==> config.mk <==
export PLATFORM = sky130hd
export DESIGN_NAME = bfma_word_unit
export DESIGN_NICKNAME = d
export VERILOG_FILES = /design/src/design/bfma_pkg.sv /design/src/design/bfma_word_unit.sv
export SDC_FILE = /design/constraint.sdc
export NUM_CORES = 1
export LEC_CHECK = 0
export BUFFER_PORTS_ARGS = -buffer_cell sky130_fd_sc_hd__buf_2
export CAP_MARGIN = 10
export CORE_MARGIN = 2
export CORE_UTILIZATION = 41
export DETAILED_ROUTE_END_ITERATION = 10
export PLACE_DENSITY = 0.79
export SLEW_MARGIN = 10
export SYNTH_ARGS = -nofsm -noshare
export SYNTH_HDL_FRONTEND = slang
export SYNTH_SLANG_ARGS = --single-unit
==> constraint.sdc <==
create_clock -name vclk -period 12.5
set_clock_uncertainty 0.05 [all_clocks]
set_input_delay 1.875 -clock vclk [all_inputs]
set_output_delay 1.875 -clock vclk [all_outputs]
set_load 0.02 [all_outputs]
==> src/design/bfma_pkg.sv <==
// Shared types and constants for the free-map block allocator.
package bfma_pkg;

  localparam int unsigned WORD_BITS = 64;
  localparam int unsigned BIT_POS_W = 6;
  localparam int unsigned CNT_W     = 13;
  localparam int unsigned IDX_W     = 12;
  localparam int unsigned WIDX_W    = 16;
  localparam int unsigned APB_AW    = 3;
  localparam int unsigned APB_DW    = 32;

  // Reciprocal of ten for the reserved-block count: floor(x/10) for x below 2**16
  localparam logic [15:0] RECIP_10    = 16'd52429;
  localparam int unsigned RECIP_SHIFT = 19;

  localparam logic [CNT_W-1:0] TOTAL_BLOCKS_RST = 13'd4096;

  // Register index, taken from paddr[2]
  localparam logic CFG_IDX_TOTAL = 1'b0;

  localparam logic [1:0] ACT_INIT  = 2'd0;
  localparam logic [1:0] ACT_ALLOC = 2'd1;
  localparam logic [1:0] ACT_FREE  = 2'd2;
  localparam logic [1:0] ACT_MARK  = 2'd3;

  typedef struct packed {
    logic [1:0]       action;
    logic [IDX_W-1:0] block_index;
  } in_item_t;

  typedef struct packed {
    logic [IDX_W-1:0] granted_block;
    logic             ok;
  } out_item_t;

  // Request to the shared word unit
  typedef struct packed {
    logic [WIDX_W-1:0]    word;
    logic [CNT_W-1:0]     lo;
    logic [CNT_W-1:0]     hi;
    logic [BIT_POS_W-1:0] bit_pos;
    logic                 set_free;
    logic                 touch;
  } wu_req_t;

  // Response from the shared word unit
  typedef struct packed {
    logic [WORD_BITS-1:0] range_word;
    logic                 found;
    logic [BIT_POS_W-1:0] pos;
    logic [WORD_BITS-1:0] alloc_word;
    logic [WORD_BITS-1:0] rmw_word;
  } wu_rsp_t;

endpackage

==> src/design/bfma_word_unit.sv <==
// Shared word unit: range masks, lowest-free search and bit update on one map word.
module bfma_word_unit (
  input  bfma_pkg::wu_req_t                req,
  input  logic [bfma_pkg::WORD_BITS-1:0]   rd_word,
  output bfma_pkg::wu_rsp_t                rsp
);

  // Bits of word w whose block number lies below x
  function automatic logic [bfma_pkg::WORD_BITS-1:0] below_mask(
    input logic [bfma_pkg::WIDX_W-1:0] w,
    input logic [bfma_pkg::CNT_W-1:0]  x
  );
    logic [bfma_pkg::WIDX_W-1:0]    xw;
    logic [bfma_pkg::BIT_POS_W-1:0] xb;
    xw = bfma_pkg::WIDX_W'(x >> bfma_pkg::BIT_POS_W);
    xb = x[bfma_pkg::BIT_POS_W-1:0];
    if (w < xw) begin
      return '1;
    end else if (w == xw) begin
      return ~({bfma_pkg::WORD_BITS{1'b1}} << xb);
    end else begin
      return '0;
    end
  endfunction

  logic [bfma_pkg::WORD_BITS-1:0] range_w;
  logic [bfma_pkg::WORD_BITS-1:0] cand;
  logic [bfma_pkg::BIT_POS_W-1:0] pos;
  logic [bfma_pkg::WORD_BITS-1:0] pos_bit;
  logic [bfma_pkg::WORD_BITS-1:0] upd_bit;

  assign range_w = below_mask(req.word, req.hi) & ~below_mask(req.word, req.lo);
  assign cand    = rd_word & range_w;

  // Lowest set bit of the candidate word
  always_comb begin
    pos = '0;
    for (int j = bfma_pkg::WORD_BITS - 1; j >= 0; j--) begin
      if (cand[j]) begin
        pos = bfma_pkg::BIT_POS_W'(j);
      end
    end
  end

  assign pos_bit = {{(bfma_pkg::WORD_BITS-1){1'b0}}, 1'b1} << pos;
  assign upd_bit = {{(bfma_pkg::WORD_BITS-1){1'b0}}, 1'b1} << req.bit_pos;

  always_comb begin
    rsp.range_word = range_w;
    rsp.found      = |cand;
    rsp.pos        = pos;
    rsp.alloc_word = rd_word & ~pos_bit;
    if (!req.touch) begin
      rsp.rmw_word = rd_word;
    end else if (req.set_free) begin
      rsp.rmw_word = rd_word | upd_bit;
    end else begin
      rsp.rmw_word = rd_word & ~upd_bit;
    end
  end

endmodule

==> out/metrics.csv <==
metric;value;unit
TNS Setup;0;ns
max-cap violations;0;
PnR worst setup slack;2.56;ns
nets@finish;1415;
Rel. slew slack;33.6;%
vias in the first global route;8745;
FF/Latch Area;0;um2
port bufs;313;
most frequent cells in the layout;313 x buf_2, 131 x nand2_1, 98 x nor2_1, 84 x inv_1, 70 x a31oi_1;
share of the synthesized area in the top cell type;7.68;%
arrival time at the worst endpoint;8.02;ns
met1 Usage GRT;63.4;%
crit path max fanout;33;
Synth Area in Compound Gates;43.1;%
Synth Area per Inst;6.14;um2
Avg WL per Cell;27.3;um
initial antenna violation count;1;
Worst setup SP type;input pin;
Setup CP Type;in -> out;
gr usage total;45.1;%
largest family of logic cells by synthesized area;compound AO/OA/AOI/OAI gates;
met3 GRT Util;8.15;%
mux contribution to synthesized area;7.21;%
Initial Util;42.1;%
Post-Syn Area;6400;um2
Final period util;79.5;%
Yosys top cell by area;nand2_1;
min Tclk post-route;9.94;ns
outcome;finished clean;
WHS Path Cells;4;
# DRC;0;
HP Class;in -> out;
first-pass GRT wire length;56800;um
vias;10348;
Antenna Cells;0;
post-synth net total;1170;
Post-DP HPWL;32700;um
gr ovfl total;0;
leading post-synthesis cells by cell area;nand2_1 7.7%, mux2_2 7.2%, a31oi_1 6.8%, nor2_1 5.7%, o21ai_0 4.9%;
post-synthesis adder-cell area fraction;2.74;%
Post-CTS Setup Inserts;0;
Core Region;15200;um2
worst slew pin tran;0.995;ns
Fillers;1634;
Hold Fails Final Rpt;0;
DIE AREA;16600;um2
Synth Area in XOR/XNOR;0;%
unrepaired setup endpoints after global routing;false;
sequential share of the synthesized area;0;%
Gates resized, CTS repair;0;
Via density;7.03;
Crit. End Element;primary output;
met2 usage;65.5;%
most used routing layer;met2;
io pins;313;
share of cells above drive strength 1;33.1;%
final setup fails;0;
Gate Count Post-Synth;1042;
global placer's final weighted congestion;1.05;
Cell Pwr Density;24.7;nW/um2
Setup WS pre-CTS;2.84;ns
Non-Filler Instances;1473;
WP data required;10.57;ns
DP Cell Count;1473;
Clock Buffer Count;0;
warnings from Yosys;0;
hold_buf cts;0;
Final ANT Viol Nets;0;
Slew Limit Fails;0;
Unique masters post-synth;90;
most common cell after layout, fill and taps aside;buf_2;
first-iteration detailed-routing DRC count;1633;
Achievable Freq;101;MHz
drt total wl;40200;um
simple-gate portion of the synthesized area;35.9;%
P_leak;3.92;nW
Seq Cell Count;0;
Area Growth Syn to Fin;23.3;%
Core Rows;45;
final hold slack;4.05;ns
maximum vdd drop;18.7;uV
Die X-Extent;129;um
Die Height;129;um
1st-pass router iterations;6;
largest net degree at the start of global routing;65;
==> worst max-delay path: stages <==
cell and delay [ns]:
buf_2 0.10, or4_1 0.80, nor3_2 0.30, and2_1 0.82, nand2_1 0.69, a221oi_1 0.80
nand2_1 0.21, a311oi_1 0.40, nor4bb_1 0.28, o21ai_0 0.17, nand3_1 0.12, buf_4 0.35
inv_1 0.54, a31oi_1 0.32, buf_2 0.20
==> area by class of cell <==
cell class | count | area [um2] | share of cell area (%)
Timing Repair Buffer | 322 | 1630 | 20.7
Tap cell | 188 | 235 | 2.98
Multi-Input combinational cell | 877 | 5700 | 72.2
Inverter | 86 | 323 | 4.09
==> cell families (layout without fill, tap and decap cells) <==
| family | after synthesis | count (layout) |
|---|---|---|
| adders and majority gates | 14 | 14 |
| AOI/OAI and AO/OA | 384 | 384 |
| and+or+nand+nor | 438 | 438 |
| muxes | 41 | 41 |
| buffers and inverters | 165 | 408 |
==> per-layer routing <==
metal	part of all wire (%)	vias to the layer above	wire [um]
met1	40	4815	16000
met5	0.050	-	20
met2	41	937	16500
met3	13	159	5070
li1	-	4435	-
met4	6.6	2	2650
==> per-stage QoR <==
step	total power [mW]	cell area (um2)	utilization (%)
2_1_floorplan	0.107	6400	-
3_3_place_gp	0.188	7900	51.9
3_5_place_dp	0.187	7900	51.9
4_1_cts	0.188	7900	51.9
5_1_grt	0.203	7900	51.9
6_report	0.195	7900	51.9
==> synth_stat cells, types with 11 or more instances <==
cell,number
o2111a_1,12
nand2_1,131
ha_1,14
mux2_2,41
a31oi_1,70
clkbuf_1,51
o21ai_0,63
nor3_1,31
or2_2,15
nor2_1,98
nand4_1,15
buf_2,14
o211ai_1,11
o211a_1,18
and3_1,18
a21o_1,16
o22ai_1,13
nand2b_1,15
o2111ai_1,19
a211oi_1,18
a21oi_1,60
inv_1,84
nand3_1,27
==> power by group <==
| group | switching (mW) | leakage, nW | internal [mW] |
|---|---|---|---|
| registers | 0 | 0 | 0 |
| logic | 0.136 | 3.92 | 0.0589 |
| clock network | 0 | 0 | 0 |
==> path summary, 6_finish.rpt <==
path	end	slack (ns)	startpoint
setup / recovery	rsp[98]	2.56	req[47]
hold / removal	rsp[107]	4.05	rd_word[43]
No activity file was read; power rests on OpenSTA's default activity.
